### config.mk
export PLATFORM = sky130hd
export DESIGN_NAME = beep_tone_generator
export DESIGN_NICKNAME = d
export VERILOG_FILES = /design/src/hdl/btg_pkg.sv /design/src/hdl/beep_tone_generator.sv /design/src/hdl/btg_csr.sv /design/src/hdl/btg_beep.sv /design/src/hdl/btg_mul.sv /design/src/hdl/btg_seq.sv
export SDC_FILE = /design/constraint.sdc
export NUM_CORES = 2
export LEC_CHECK = 0
export ABC_AREA = 1
export BUFFER_PORTS_ARGS = -buffer_cell sky130_fd_sc_hd__clkbuf_2
export CAP_MARGIN = 20
export CORE_ASPECT_RATIO = 0.8
export CORE_MARGIN = 3
export CORE_UTILIZATION = 46
export CTS_BUF_LIST = sky130_fd_sc_hd__clkbuf_4 sky130_fd_sc_hd__clkbuf_8 sky130_fd_sc_hd__clkbuf_16
export DETAILED_ROUTE_END_ITERATION = 6
export PLACE_DENSITY = 0.63
export SLEW_MARGIN = 10
export SYNTH_ARGS = -nofsm -noshare
export SYNTH_HDL_FRONTEND = slang
export SYNTH_SLANG_ARGS = --single-unit
### constraint.sdc
create_clock -name clock -period 7.68 [get_ports clock]
set_input_delay 1.536 -clock clock [delete_from_list [all_inputs] [get_ports clock]]
set_output_delay 1.536 -clock clock [all_outputs]
set_load 0.1 [all_outputs]
### src/hdl/btg_pkg.sv
package btg_pkg;

   localparam int PHASE_BITS_DEF  = 16;
   localparam int SAMPLE_BITS_DEF = 16;

   localparam int CSR_ADDR_W = 5;
   localparam int CSR_DATA_W = 32;
   localparam int REG_IDX_W  = 3;

   localparam logic [REG_IDX_W-1:0] REG_PHASE_STEP     = 3'd0;
   localparam logic [REG_IDX_W-1:0] REG_PEAK_AMPLITUDE = 3'd1;
   localparam logic [REG_IDX_W-1:0] REG_BUFFER_LENGTH  = 3'd2;
   localparam logic [REG_IDX_W-1:0] REG_WHOLE_PASSES   = 3'd3;
   localparam logic [REG_IDX_W-1:0] REG_TAIL_LENGTH    = 3'd4;

   localparam int STEP_W = 15;
   localparam int AMP_W  = 15;
   localparam int LEN_W  = 16;
   localparam int PASS_W = 8;

   localparam logic [STEP_W-1:0] PHASE_STEP_RST     = 15'd2972;
   localparam logic [AMP_W-1:0]  PEAK_AMPLITUDE_RST = 15'd10000;
   localparam logic [LEN_W-1:0]  BUFFER_LENGTH_RST  = 16'd22050;
   localparam logic [PASS_W-1:0] WHOLE_PASSES_RST   = 8'd0;
   localparam logic [LEN_W-1:0]  TAIL_LENGTH_RST    = 16'd22050;

   localparam int MUL_W  = 32;
   localparam int PROD_W = 64;

   localparam int               Q15_SHIFT  = 15;
   localparam logic [15:0]      Q15_ONE    = 16'd32768;
   localparam int               CORR_COEF  = 7373;
   localparam int               CORR_ROUND = 16384;

   localparam int RISE_LEN   = 100;
   localparam int FALL_LEN   = 1000;
   localparam int RISE_SHIFT = 29;
   localparam int RISE_RECIP = 5368710;
   localparam int FALL_SHIFT = 35;
   localparam int FALL_RECIP = 34359739;

   typedef struct packed {
      logic [STEP_W-1:0] phase_step;
      logic [AMP_W-1:0]  peak_amplitude;
      logic [LEN_W-1:0]  buffer_length;
      logic [PASS_W-1:0] whole_passes;
      logic [LEN_W-1:0]  tail_length;
   } cfg_type;

   typedef struct packed {
      logic sounding;
      logic last;
   } job_ctl_type;

   function automatic logic [LEN_W-1:0] eff_buf(input logic [LEN_W-1:0] len);
      return (len == '0) ? LEN_W'(1) : len;
   endfunction

endpackage

### src/hdl/beep_tone_generator.sv
// Each transfer in gives one sample transfer out, registered at the output once the
// output register has room. A sounding item runs seven sequencer steps, all but ST_S on
// the shared multiplier, and one to hand its sample over; an idle tick only hands over its
// zero sample, and no new item is taken until the last one has handed its sample over.
// The result register lets the next item start while a sample waits to be taken.
// Reset is synchronous and active high; it loads the register defaults and
// leaves the generator silent at sample zero.
module beep_tone_generator import btg_pkg::*; #(
   parameter int SAMPLE_BITS = SAMPLE_BITS_DEF,
   parameter int PHASE_BITS  = PHASE_BITS_DEF
) (
   input  logic                   clock,
   input  logic                   reset,
   input  logic                   req_valid,
   output logic                   req_ready,
   input  logic                   req_start_req,
   output logic                   rsp_valid,
   input  logic                   rsp_ready,
   output logic [SAMPLE_BITS-1:0] rsp_sample,
   output logic                   rsp_valid_res,
   output logic                   rsp_last,
   input  logic                   csr_psel,
   input  logic                   csr_penable,
   input  logic                   csr_pwrite,
   input  logic [CSR_ADDR_W-1:0]  csr_paddr,
   input  logic [CSR_DATA_W-1:0]  csr_pwdata,
   output logic [CSR_DATA_W-1:0]  csr_prdata,
   output logic                   csr_pready
);

   cfg_type               cfg;
   job_ctl_type           job_ctl;
   logic [PHASE_BITS-1:0] job_phase;
   logic [LEN_W-1:0]      job_index;
   logic                  accept;
   logic                  seq_idle;
   logic                  res_valid;
   logic                  res_take;
   job_ctl_type           res_ctl;
   logic [SAMPLE_BITS-1:0] res_sample;

   logic                   rsp_valid_ff, rsp_valid_in;
   logic [SAMPLE_BITS-1:0] rsp_sample_ff;
   logic                   rsp_valid_res_ff;
   logic                   rsp_last_ff;

   btg_csr u_csr (
      .clock       (clock),
      .reset       (reset),
      .csr_psel    (csr_psel),
      .csr_penable (csr_penable),
      .csr_pwrite  (csr_pwrite),
      .csr_paddr   (csr_paddr),
      .csr_pwdata  (csr_pwdata),
      .csr_prdata  (csr_prdata),
      .csr_pready  (csr_pready),
      .cfg         (cfg)
   );

   btg_beep #(
      .PHASE_BITS (PHASE_BITS)
   ) u_beep (
      .clock     (clock),
      .reset     (reset),
      .step      (accept),
      .start_req (req_start_req),
      .cfg       (cfg),
      .job_ctl   (job_ctl),
      .job_phase (job_phase),
      .job_index (job_index)
   );

   btg_seq #(
      .PHASE_BITS  (PHASE_BITS),
      .SAMPLE_BITS (SAMPLE_BITS)
   ) u_seq (
      .clock      (clock),
      .reset      (reset),
      .start      (accept),
      .job_ctl    (job_ctl),
      .job_phase  (job_phase),
      .job_index  (job_index),
      .cfg        (cfg),
      .res_take   (res_take),
      .idle       (seq_idle),
      .res_valid  (res_valid),
      .res_ctl    (res_ctl),
      .res_sample (res_sample)
   );

   assign req_ready    = seq_idle;
   assign accept       = req_valid & req_ready;
   assign res_take     = res_valid & (!rsp_valid_ff | rsp_ready);
   assign rsp_valid_in = res_take | (rsp_valid_ff & !rsp_ready);

   always_ff @(posedge clock) begin
      if (reset) begin
         rsp_valid_ff <= 1'b0;
      end else begin
         rsp_valid_ff <= rsp_valid_in;
      end
   end

   always_ff @(posedge clock) begin
      if (res_take) begin
         rsp_sample_ff    <= res_sample;
         rsp_valid_res_ff <= res_ctl.sounding;
         rsp_last_ff      <= res_ctl.last;
      end
   end

   assign rsp_valid     = rsp_valid_ff;
   assign rsp_sample    = rsp_sample_ff;
   assign rsp_valid_res = rsp_valid_res_ff;
   assign rsp_last      = rsp_last_ff;

   // A silent tick carries an all-zero sample and never marks the end.
   a_idle_zero: assert property (@(posedge clock) disable iff (reset)
      rsp_valid && !rsp_valid_res |-> rsp_sample == '0 && !rsp_last)
      else $error("silent tick carries a non-zero sample or end mark");

   a_last_sounding: assert property (@(posedge clock) disable iff (reset)
      rsp_valid && rsp_last |-> rsp_valid_res)
      else $error("end mark on a silent tick");

   a_busy_after_transfer: assert property (@(posedge clock) disable iff (reset)
      accept |=> !req_ready)
      else $error("new transfer taken while the previous one is in work");

   a_take_needs_room: assert property (@(posedge clock) disable iff (reset)
      res_take |-> !rsp_valid_ff || rsp_ready)
      else $error("result register overwritten before transfer");

endmodule

### src/hdl/btg_csr.sv
module btg_csr import btg_pkg::*; (
   input  logic                  clock,
   input  logic                  reset,
   input  logic                  csr_psel,
   input  logic                  csr_penable,
   input  logic                  csr_pwrite,
   input  logic [CSR_ADDR_W-1:0] csr_paddr,
   input  logic [CSR_DATA_W-1:0] csr_pwdata,
   output logic [CSR_DATA_W-1:0] csr_prdata,
   output logic                  csr_pready,
   output cfg_type               cfg
);

   cfg_type               cfg_ff;
   cfg_type               cfg_in;
   logic [REG_IDX_W-1:0]  reg_idx;
   logic                  wr_en;

   assign reg_idx    = csr_paddr[CSR_ADDR_W-1:2];
   assign wr_en      = csr_psel & csr_penable & csr_pwrite;
   assign csr_pready = 1'b1;
   assign cfg        = cfg_ff;

   always_comb begin
      cfg_in = cfg_ff;
      if (wr_en) begin
         case (reg_idx)
            REG_PHASE_STEP:     cfg_in.phase_step     = csr_pwdata[STEP_W-1:0];
            REG_PEAK_AMPLITUDE: cfg_in.peak_amplitude = csr_pwdata[AMP_W-1:0];
            REG_BUFFER_LENGTH:  cfg_in.buffer_length  = csr_pwdata[LEN_W-1:0];
            REG_WHOLE_PASSES:   cfg_in.whole_passes   = csr_pwdata[PASS_W-1:0];
            REG_TAIL_LENGTH:    cfg_in.tail_length    = csr_pwdata[LEN_W-1:0];
            default: ;
         endcase
      end
   end

   always_comb begin
      case (reg_idx)
         REG_PHASE_STEP:     csr_prdata = CSR_DATA_W'(cfg_ff.phase_step);
         REG_PEAK_AMPLITUDE: csr_prdata = CSR_DATA_W'(cfg_ff.peak_amplitude);
         REG_BUFFER_LENGTH:  csr_prdata = CSR_DATA_W'(cfg_ff.buffer_length);
         REG_WHOLE_PASSES:   csr_prdata = CSR_DATA_W'(cfg_ff.whole_passes);
         REG_TAIL_LENGTH:    csr_prdata = CSR_DATA_W'(cfg_ff.tail_length);
         default:            csr_prdata = '0;
      endcase
   end

   always_ff @(posedge clock) begin
      if (reset) begin
         cfg_ff.phase_step     <= PHASE_STEP_RST;
         cfg_ff.peak_amplitude <= PEAK_AMPLITUDE_RST;
         cfg_ff.buffer_length  <= BUFFER_LENGTH_RST;
         cfg_ff.whole_passes   <= WHOLE_PASSES_RST;
         cfg_ff.tail_length    <= TAIL_LENGTH_RST;
      end else begin
         cfg_ff <= cfg_in;
      end
   end

endmodule

### src/hdl/btg_beep.sv
module btg_beep import btg_pkg::*; #(
   parameter int PHASE_BITS = PHASE_BITS_DEF
) (
   input  logic                  clock,
   input  logic                  reset,
   input  logic                  step,
   input  logic                  start_req,
   input  cfg_type               cfg,
   output job_ctl_type           job_ctl,
   output logic [PHASE_BITS-1:0] job_phase,
   output logic [LEN_W-1:0]      job_index
);

   localparam int STEP_EXT_W = PHASE_BITS + STEP_W;

   logic [LEN_W-1:0]      sample_index_ff, sample_index_in;
   logic [PASS_W-1:0]     pass_counter_ff, pass_counter_in;
   logic [PHASE_BITS-1:0] phase_accum_ff,  phase_accum_in;
   logic                  sounding_ff,     sounding_in;
   logic                  in_tail_pass_ff, in_tail_pass_in;

   logic [LEN_W-1:0]      idx0;
   logic [PASS_W-1:0]     pc0;
   logic [PHASE_BITS-1:0] ph0;
   logic                  tail0;
   logic                  snd0;
   logic [LEN_W-1:0]      len;
   logic [LEN_W:0]        idx_inc;
   logic                  wrap;
   logic [PASS_W-1:0]     pc_inc;
   logic                  fin;
   logic [STEP_EXT_W-1:0] step_ext;
   logic [PHASE_BITS-1:0] step_p;

   assign step_ext = STEP_EXT_W'(cfg.phase_step);
   assign step_p   = step_ext[PHASE_BITS-1:0];

   always_comb begin
      idx0  = start_req ? '0 : sample_index_ff;
      pc0   = start_req ? '0 : pass_counter_ff;
      ph0   = start_req ? '0 : phase_accum_ff;
      tail0 = start_req ? (cfg.whole_passes == '0) : in_tail_pass_ff;
      snd0  = start_req ? !(tail0 && (cfg.tail_length == '0)) : sounding_ff;

      len     = tail0 ? cfg.tail_length : eff_buf(cfg.buffer_length);
      idx_inc = {1'b0, idx0} + (LEN_W+1)'(1);
      wrap    = idx_inc >= {1'b0, len};
      pc_inc  = pc0 + PASS_W'(1);

      sample_index_in = idx0;
      pass_counter_in = pc0;
      phase_accum_in  = ph0;
      in_tail_pass_in = tail0;
      sounding_in     = snd0;
      fin             = 1'b0;

      if (snd0) begin
         if (wrap) begin
            sample_index_in = '0;
            phase_accum_in  = '0;
            if (tail0) begin
               fin = 1'b1;
            end else begin
               pass_counter_in = pc_inc;
               if (pc_inc >= cfg.whole_passes) begin
                  if (cfg.tail_length == '0) begin
                     fin = 1'b1;
                  end else begin
                     in_tail_pass_in = 1'b1;
                  end
               end
            end
         end else begin
            sample_index_in = idx_inc[LEN_W-1:0];
            phase_accum_in  = ph0 + step_p;
         end
         if (fin) begin
            sounding_in     = 1'b0;
            in_tail_pass_in = 1'b0;
            pass_counter_in = '0;
         end
      end
   end

   assign job_ctl.sounding = snd0;
   assign job_ctl.last     = fin;
   assign job_phase        = ph0;
   assign job_index        = idx0;

   always_ff @(posedge clock) begin
      if (reset) begin
         sample_index_ff <= '0;
         pass_counter_ff <= '0;
         phase_accum_ff  <= '0;
         sounding_ff     <= 1'b0;
         in_tail_pass_ff <= 1'b0;
      end else if (step) begin
         sample_index_ff <= sample_index_in;
         pass_counter_ff <= pass_counter_in;
         phase_accum_ff  <= phase_accum_in;
         sounding_ff     <= sounding_in;
         in_tail_pass_ff <= in_tail_pass_in;
      end
   end

endmodule

### src/hdl/btg_mul.sv
module btg_mul import btg_pkg::*; (
   input  logic              clock,
   input  logic              en,
   input  logic [MUL_W-1:0]  op_a,
   input  logic [MUL_W-1:0]  op_b,
   output logic [PROD_W-1:0] prod
);

   logic [PROD_W-1:0] prod_ff;
   logic [PROD_W-1:0] prod_in;

   assign prod_in = PROD_W'(op_a) * PROD_W'(op_b);
   assign prod    = prod_ff;

   always_ff @(posedge clock) begin
      if (en) begin
         prod_ff <= prod_in;
      end
   end

endmodule

### src/hdl/btg_seq.sv
module btg_seq import btg_pkg::*; #(
   parameter int PHASE_BITS  = PHASE_BITS_DEF,
   parameter int SAMPLE_BITS = SAMPLE_BITS_DEF
) (
   input  logic                   clock,
   input  logic                   reset,
   input  logic                   start,
   input  job_ctl_type            job_ctl,
   input  logic [PHASE_BITS-1:0]  job_phase,
   input  logic [LEN_W-1:0]       job_index,
   input  cfg_type                cfg,
   input  logic                   res_take,
   output logic                   idle,
   output logic                   res_valid,
   output job_ctl_type            res_ctl,
   output logic [SAMPLE_BITS-1:0] res_sample
);

   localparam logic [3:0] ST_IDLE = 4'd0;
   localparam logic [3:0] ST_M    = 4'd1;
   localparam logic [3:0] ST_E    = 4'd2;
   localparam logic [3:0] ST_T    = 4'd3;
   localparam logic [3:0] ST_Q    = 4'd4;
   localparam logic [3:0] ST_C    = 4'd5;
   localparam logic [3:0] ST_S    = 4'd6;
   localparam logic [3:0] ST_O    = 4'd7;
   localparam logic [3:0] ST_N    = 4'd8;

   localparam logic [1:0] ENV_RISE = 2'd0;
   localparam logic [1:0] ENV_FALL = 2'd1;
   localparam logic [1:0] ENV_ZERO = 2'd2;
   localparam logic [1:0] ENV_FLAT = 2'd3;

   localparam int                    M_SHIFT  = 2 * PHASE_BITS - 19;
   localparam logic [PHASE_BITS-1:0] HALF     = PHASE_BITS'(1) << (PHASE_BITS - 1);
   localparam logic [31:0]           AMP_CAP  = 32'((1 << (SAMPLE_BITS - 1)) - 1);
   localparam int                    E_W      = 25;
   localparam int                    T_W      = 14;
   localparam int                    CORR_W   = 11;
   localparam int                    SUM_W    = 26;
   localparam int                    MAG_EXT_W = SAMPLE_BITS + AMP_W;

   logic [3:0]            state_ff, state_in;
   job_ctl_type           ctl_ff;
   logic [PHASE_BITS-1:0] phase_ff;
   logic [LEN_W-1:0]      index_ff;
   logic [1:0]            cls_ff, cls_in;
   logic [LEN_W-1:0]      efac_ff, efac_in;
   logic [15:0]           m_ff;
   logic [E_W-1:0]        e_ff;
   logic [T_W-1:0]        t_ff;
   logic [AMP_W-1:0]      env_ff, env_in;
   logic [15:0]           s_ff;

   logic                  mul_en;
   logic [MUL_W-1:0]      op_a, op_b;
   logic [PROD_W-1:0]     prod;

   logic [PHASE_BITS-1:0] mag;
   logic [AMP_W-1:0]      amp;
   logic [LEN_W-1:0]      span;
   logic signed [LEN_W:0] r;
   logic [LEN_W:0]        fall_fac;
   logic [AMP_W-1:0]      q;
   logic [SUM_W-1:0]      corr_sum;
   logic [CORR_W-1:0]     corr;
   logic [AMP_W-1:0]      out_mag;
   logic [MAG_EXT_W-1:0]  out_ext;
   logic [SAMPLE_BITS-1:0] out_s;

   btg_mul u_mul (
      .clock (clock),
      .en    (mul_en),
      .op_a  (op_a),
      .op_b  (op_b),
      .prod  (prod)
   );

   assign mag  = phase_ff[PHASE_BITS-1] ? (~phase_ff + PHASE_BITS'(1)) : phase_ff;
   assign amp  = (32'(cfg.peak_amplitude) < AMP_CAP) ? cfg.peak_amplitude
                                                     : AMP_CAP[AMP_W-1:0];
   assign span = (cfg.whole_passes == '0) ? cfg.tail_length : eff_buf(cfg.buffer_length);
   assign r    = signed'({1'b0, span}) - signed'({1'b0, index_ff});
   assign fall_fac = (LEN_W+1)'(FALL_LEN) - unsigned'(r);

   always_comb begin
      cls_in  = ENV_FLAT;
      efac_in = '0;
      if (index_ff < LEN_W'(RISE_LEN)) begin
         cls_in  = ENV_RISE;
         efac_in = index_ff;
      end else if (r < signed'((LEN_W+1)'(FALL_LEN))) begin
         if (r <= 0) begin
            cls_in = ENV_ZERO;
         end else begin
            cls_in  = ENV_FALL;
            efac_in = fall_fac[LEN_W-1:0];
         end
      end
   end

   always_comb begin
      case (cls_ff)
         ENV_RISE: q = prod[RISE_SHIFT +: AMP_W];
         default:  q = prod[FALL_SHIFT +: AMP_W];
      endcase
      case (cls_ff)
         ENV_RISE: env_in = q;
         ENV_FALL: env_in = amp - q;
         ENV_ZERO: env_in = '0;
         default:  env_in = amp;
      endcase
   end

   assign corr_sum = prod[SUM_W-1:0] + SUM_W'(CORR_ROUND);
   assign corr     = corr_sum[SUM_W-1:Q15_SHIFT];
   assign out_mag  = prod[Q15_SHIFT +: AMP_W];
   assign out_ext  = MAG_EXT_W'(out_mag);
   assign out_s    = phase_ff[PHASE_BITS-1] ? (~out_ext[SAMPLE_BITS-1:0] + SAMPLE_BITS'(1))
                                            : out_ext[SAMPLE_BITS-1:0];

   always_comb begin
      mul_en = 1'b1;
      op_a   = '0;
      op_b   = '0;
      case (state_ff)
         ST_M: begin
            op_a = MUL_W'(mag);
            op_b = MUL_W'(HALF - mag);
         end
         ST_E: begin
            op_a = MUL_W'(amp);
            op_b = MUL_W'(efac_ff);
         end
         ST_T: begin
            op_a = MUL_W'(m_ff);
            op_b = MUL_W'(Q15_ONE - m_ff);
         end
         ST_Q: begin
            op_a = MUL_W'(e_ff);
            op_b = (cls_ff == ENV_RISE) ? MUL_W'(RISE_RECIP) : MUL_W'(FALL_RECIP);
         end
         ST_C: begin
            op_a = MUL_W'(t_ff);
            op_b = MUL_W'(CORR_COEF);
         end
         ST_O: begin
            op_a = MUL_W'(s_ff);
            op_b = MUL_W'(env_ff);
         end
         default: mul_en = 1'b0;
      endcase
   end

   always_comb begin
      state_in = state_ff;
      case (state_ff)
         ST_IDLE: begin
            if (start) begin
               state_in = job_ctl.sounding ? ST_M : ST_N;
            end
         end
         ST_M: state_in = ST_E;
         ST_E: state_in = ST_T;
         ST_T: state_in = ST_Q;
         ST_Q: state_in = ST_C;
         ST_C: state_in = ST_S;
         ST_S: state_in = ST_O;
         ST_O: state_in = ST_N;
         ST_N: begin
            if (res_take) begin
               state_in = ST_IDLE;
            end
         end
         default: state_in = ST_IDLE;
      endcase
   end

   always_ff @(posedge clock) begin
      if (reset) begin
         state_ff <= ST_IDLE;
         ctl_ff   <= '0;
      end else begin
         state_ff <= state_in;
         if (state_ff == ST_IDLE && start) begin
            ctl_ff <= job_ctl;
         end
      end
   end

   always_ff @(posedge clock) begin
      case (state_ff)
         ST_IDLE: begin
            phase_ff <= job_phase;
            index_ff <= job_index;
         end
         ST_M: begin
            cls_ff  <= cls_in;
            efac_ff <= efac_in;
         end
         ST_E: m_ff   <= prod[M_SHIFT +: 16];
         ST_T: e_ff   <= prod[E_W-1:0];
         ST_Q: t_ff   <= prod[Q15_SHIFT +: T_W];
         ST_C: env_ff <= env_in;
         ST_S: s_ff   <= m_ff - 16'(corr);
         default: ;
      endcase
   end

   assign idle       = (state_ff == ST_IDLE);
   assign res_valid  = (state_ff == ST_N);
   assign res_ctl    = ctl_ff;
   assign res_sample = ctl_ff.sounding ? out_s : '0;

endmodule
## Word level (Yosys, flattened, before mapping)

Index checks and enable logic that the tools add are counted.
W data, S select, Z words.

- Output and inout port bits: 53
- Input port bits: 45
- Register bits: 323
- Logic and storage cells: 140

- Magnitude comparators: 6
- $mul: 1
- $add $sub $neg: 12
- Mux-type cells: 49
- Bitwise gates (word level): 9
- Equality and inequality tests: 16
- Reductions and logical operators: 19

Operators by type and width:

| kind | count |
|---|---|
| $mux W16 | 13 |
| $pmux W32 S6 | 1 |
| $pmux W25 S6 | 1 |
| $pmux W16 S5 | 1 |
| $mul A25 B32 Y50 | 1 |
| $mux W15 | 3 |
| $pmux W15 S3 | 1 |
| $mux W8 | 5 |
| $pmux W4 S9 | 1 |
| $sub A16 B16 Y17 const A | 2 |
| $add A16 B1 Y16 const B | 2 |
| $logic_not A16 Y1 | 2 |
| $add A26 B15 Y26 const B | 1 |
| $mux W26 | 1 |
| $add A16 B1 Y17 const B | 1 |
| $ge A17 B16 Y1 | 1 |
| $le A17 B1 Y1 const B | 1 |
| $lt A17 B11 Y1 const B | 1 |
| $mux W1 | 17 |
| $sub A16 B16 Y17 | 1 |
| $add A16 B15 Y16 | 1 |
| $eq A4 B3 Y1 const B | 4 |
| $lt A16 B7 Y1 const B | 1 |
| $not A15 Y16 | 1 |
| 28 further kinds | 48 |

## Depth between registers and ports, before layout

- Depth in word-level cells: 9
- Gate-level depth with buffers: 45
- Gate-level depth less buffers: 44

## Modules after synthesis

From an unflattened synthesis, not the netlist that was laid out.

- Cell total of the unflattened synthesis: 7,678
- Area, all modules: 57,202.4 um^2

By module, submodules not included:

| module | sequential area each (um^2) | cells an instance | times used | area each (um^2) |
|---|---|---|---|---|
| btg_mul | 1,921.8 | 5,021 | 1 | 38,087.8 |
| btg_seq | 4,204.0 | 1,351 | 1 | 10,533.9 |
| btg_beep | 840.8 | 717 | 1 | 4,391.7 |
| btg_csr | 1,401.3 | 563 | 1 | 3,593.4 |
| beep_tone_generator | 560.5 | 26 | 1 | 595.6 |

## Least setup slack after synthesis

No wires, ideal clock.

- Kind: reg2reg
- From: reg u_seq.phase_ff[0]
- To: reg u_seq.u_mul.prod_ff[48] (netlist: u_seq.u_mul.prod[48]) (data pin)
- Clock period less this slack: 8,256 ps
- Buffers on the path: 1
- Data arrival time: 7,992 ps
- Cell stages (with the launch flop): 35
- Data required time: 7,416 ps
- Library setup time: 264 ps
- Setup slack: -576 ps
- Cell sequence: edfxtp_1 inv_1 ha_1 nand4_2 o21ai_2 o21a_1 xor2_1 o211ai_2 nand2_2 inv_4 buf_4 nor2_1 inv_1 fa_1 inv_1 fa_1 inv_1 fa_1 inv_1 fa_1 inv_1 fa_1 fa_1 inv_1 fa_1 inv_1 ha_1 nand2_1 nor2_1 inv_1 nor3_1 nand3_1 o211ai_1 a31oi_1 xor2_1

- Word-level cells in the longest chain between the ends: 6
- Elaborated cells between the ends (all ways): 7
- Classes of those cells: 2 x add/sub; 1 x mul; 3 x mux; 1 x bitwise

Ends and longest elaborated chain:

| element | line | RTL |
|---|---|---|
| start, declared | btg_seq.sv:45 | `logic [PHASE_BITS-1:0] phase_ff;` |
| start signal, assigned | btg_seq.sv:194 | `phase_ff <= job_phase;` |
| $not A16 Y16 | btg_seq.sv:79 | `assign mag = phase_ff[PHASE_BITS-1] ? (~phase_ff + PHASE_BITS'(1)) : phase_ff;` |
| $add A16 B1 Y16 | btg_seq.sv:79 |  |
| $mux W16 (*) | btg_seq.sv:79 |  |
| $sub A16 B16 Y17 | btg_seq.sv:129 | `op_b = MUL_W'(HALF - mag);` |
| $pmux W32 S6 | btg_seq.sv:126 | `case (state_ff)` |
| $mul A25 B32 Y50 (*) | btg_mul.sv:12 | `assign prod_in = PROD_W'(op_a) * PROD_W'(op_b);` |
| named net u_seq.u_mul.prod_in[48] | btg_mul.sv:10 | `logic [PROD_W-1:0] prod_in;` |
| end signal, assigned | btg_mul.sv:17 | `prod_ff <= prod_in;` |
| end, declared | btg_mul.sv:9 | `logic [PROD_W-1:0] prod_ff;` |

The timed path passes the listed nets; every way through them passes the cells marked *.
A chain may end at the register's enable or synchronous reset.

## Worst setup path after layout

- From: reg u_seq.m_ff[2]
- To: reg u_seq.u_mul.prod_ff[49] (netlist: u_seq.u_mul.prod[49]) (data pin)

- Word-level cells in the longest chain between the ends: 3
- Elaborated cells between the ends (all ways): 4
- Classes of those cells: 1 x add/sub; 1 x mul; 2 x mux

Ends and longest elaborated chain:

| element | line | RTL |
|---|---|---|
| start, declared | btg_seq.sv:49 | `logic [15:0] m_ff;` |
| start signal, assigned | btg_seq.sv:201 | `ST_E: m_ff <= prod[M_SHIFT +: 16];` |
| $sub A16 B16 Y17 | btg_seq.sv:137 | `op_b = MUL_W'(Q15_ONE - m_ff);` |
| $pmux W32 S6 | btg_seq.sv:126 |  |
| $mul A25 B32 Y50 (*) | btg_mul.sv:12 |  |
| named net u_seq.u_mul.prod_in[49] | btg_mul.sv:10 |  |

Marks and branches as above.

==> summary.md <==
| Metric | Value |
|---|---|
| Antenna violations before repair | `0` |
| Vias per std cell | `5.23` |
| Type of origin of the critical path | `flip-flop` |
| Global route total overflow | `0` |
| Final #Nets | `6,639` |
| Core Footprint | `0.0885 mm2` |
| Worst setup margin | `-0.662 ns` |
| Gr usage total | `30.0%` |
| HP Class | `reg2reg` |
| RSZ-0062 raised after global routing | `yes` |
| DRT iter0 DRCs | `3,933` |
| Yosys cell types | `73` |
| Slew headroom | `30.7%` |
| Post-Route WL | `140 mm` |
| WP data arrival | `8.69 ns` |
| Mapped Avg Cell Area | `8.46 um2` |
| Clock Path Buffers | `3` |
| CTS clk-pin slew, worst paths | `0.07 ns` |
| Syn-to-layout area delta | `27.4%` |
| Initial Util | `46.9%` |
| Synth Cell Area | `0.0415 mm2` |
| Total of max-cap violations | `0` |
| Design area | `0.0528 mm2` |
| Pre-antenna DRT Iters | `6` |
| Gpl congestion | `1.05` |
| Hold Crit Start | `u_seq.u_mul.prod[5]` |
| Largest net degree at the start of global routing | `90` |
| Filler cells | `7,663` |
| Run status | `complete, but fails checks` |
| Worst R2R Path Depth | `39` |
| Final ANT Viol Nets | `0` |
| Seq. cell area | `0.00851 mm2` |
| Tmin final | `8.34 ns` |
| I/O Pins | `98` |
| TritonCTS clock tree | `yes` |
| Reg2reg setup slack | `-0.66 ns` |
| WHS | `0.425 ns` |
| Critical path endpoint category | `flip-flop` |
| Vias in the first global route | `35.4k` |
| Fin crit share | `109%` |
| Final Skew | `0.0174 ns` |
| Post-DP Area | `0.0482 mm2` |
| Final Hold Fails | `0` |
| Power Dens Cells | `252 mW/mm2` |
| Top_reg_cell synth | `edfxtp_1` |
| Worst endpoint required time | `8.03 ns` |
| First-pass GRT wire length | `211 mm` |
| WHS Endpoint | `u_seq.e_ff[5]` |
| Sequential area share after synthesis | `20.5%` |
| Worst Hold Path Cells | `0` |
| Hold buffers post-CTS | `0` |
| Share of synthesized flip-flops with an asynchronous set or reset | `0%` |
| Share of cells above drive strength 1 | `24.6%` |
| Htree depth | `2` |
| DIE AREA | `0.0938 mm2` |
| Max-slew violations | `0` |
| DR vias | `36.1k` |
| Multi-input gate area | `0.0302 mm2` |
| Register bit total from synthesis | `323` |
| Worst-path fanout max | `3` |
| Critical path's largest stage delay | `0.53 ns` |
| Worst skew pair latency | `0.54 ns` |
| Setup CP Type | `reg2reg` |
| Synth warn | `0` |
| Maximum vdd drop | `170 uV` |
| Die height | `275 um` |
| Clk sinks | `323` |
| Worst slack, placed | `-0.926 ns` |
| Row cnt | `97` |
| R2r endpoint | `u_seq.u_mul.prod[49]` |
| TritonCTS buffer count | `34` |
| Leading cell type in the layout, fill and taps excluded | `inv_1` |
| Commonest cells after routing, fill and taps aside | `inv_1, nand2_1, buf_4` |
| Cell mode on critical path | `fa_1` |
| Reg2reg start | `u_seq.m_ff[2]` |
| Root Buffer | `clkbuf_16` |
| DP Wirelength | `115 mm` |
| Cells after Synth | `4,899` |
| Post-synth EDFFs | `204` |
| Final setup vio count | `32` |
| Post-route setup TNS | `-14.67 ns` |
| Leak | `25.9 nW` |
| Die W | `342 um` |
| DR WL/cell | `20.3 um` |
| Fmax | `120 MHz` |
| # DRC | `0` |
| Post-layout util | `59.7%` |
| Failing checks | `negative setup slack` |
| Worst Tran Pin Value | `1.04 ns` |
| Count of input and output buffers | `62` |
| Slowest cell on crit path | `fa_1` |
==> worst max-delay path, delay by kind of cell, from the launching register on <==
family	cells	cell delay (ns)
xor+xnor	1	0.24
buf+inv	12	1.25
compound gates	2	0.39
flops	1	0.40
simple gates	16	2.11
fa+ha+maj	8	3.74
==> registers in the layout, indices dropped and copies added (netlist names), 15 cells and up <==
name	count
u_seq.s_ff	16
u_csr.cfg	70
u_beep.sample_index_ff	16
u_seq.index_ff	16
rsp_sample	16
u_seq.phase_ff	16
u_seq.efac_ff	16
u_seq.m_ff	16
u_seq.e_ff	25
u_seq.env_ff	15
u_seq.u_mul.prod	50
u_beep.phase_accum_ff	16
==> repair_timing <==
item,in CTS,in global routing
pin swaps,158,134
setup buffers,71,44
resized for setup,387,275
endpoints found under the setup margin,36,38
cloned,1,0
==> logic make-up after synthesis <==
group           share of synthesized area, %
simple gates                            15.1
buf+inv                                 13.1
fa+ha+maj                               39.0
compound gates                          9.54
flops                                   20.5
xor+xnor                                2.72
other cells                           0.0181
==> area by class of cell <==
type	instances	area share [%]
Timing Repair Buffer	810	12.8
Tap cell	1188	2.81
Clock buffer	43	1.87
Antenna cell	1	0.00474
Inverter	1239	8.89
Clock inverter	18	0.400
Sequential cell	323	16.1
Multi-Input combinational cell	3287	57.1
==> cells in the mapped netlist (20+ instances only) <==
cell type,count,area share [%]
fa_1,655,32
xnor2_1,41,0.87
nand2_1,770,7.0
buf_4,22,0.40
edfxtp_1,204,15
a31oi_1,29,0.44
o211ai_1,24,0.43
a221oi_1,20,0.42
nor2_1,386,3.5
nand4_1,36,0.54
clkbuf_1,83,0.75
dfxtp_1,119,5.7
o21ai_0,245,3.0
ha_1,244,7.4
inv_1,1204,11
nor3_1,56,0.68
buf_2,29,0.35
a21oi_1,260,3.1
nand3_1,119,1.4
xor2_1,86,1.8
==> worst max-delay path by stage <==
stage | from | to | slack [ns]
after global placement | u_seq.phase_ff[1] | u_seq.u_mul.prod[47] | -1.01
after CTS | u_seq.m_ff[3] | u_seq.u_mul.prod[48] | -0.54
final | u_seq.m_ff[2] | u_seq.u_mul.prod[49] | -0.66
after global routing | u_seq.phase_ff[4] | u_seq.u_mul.prod[48] | -0.96
after floorplan | u_seq.phase_ff[0] | u_seq.u_mul.prod[45] | 0.003
after detailed placement | u_seq.m_ff[1] | u_seq.u_mul.prod[45] | -0.93
==> power breakdown <==
| group | internal (W) | total [W] | switching (W) | leakage (nW) |
|---|---|---|---|---|
| clock | 0.00106 | 0.00179 | 0.000736 | 0.594 |
| combinational | 0.00358 | 0.00882 | 0.00524 | 22.4 |
| sequential | 0.00239 | 0.00273 | 0.000339 | 2.90 |
| total | 0.00703 | 0.0133 | 0.00631 | 25.9 |
==> through the flow <==
step,instances,total power [W]
2_1_floorplan,4998,0.00698
3_3_place_gp,6737,0.0101
3_5_place_dp,6738,0.0102
4_1_cts,6869,0.0127
5_1_grt,6908,0.0142
6_report,6909,0.0133
==> per-layer routing <==
metal	global-route usage (%)	share of wire, %	up-vias
met5	0	0.097	-
li1	-	-	16600
met2	40.2	39	1578
met3	11.0	13	173
met4	6.29	2.4	2
met1	45.8	45	17800
No activity file was read; power rests on OpenSTA's default activity.
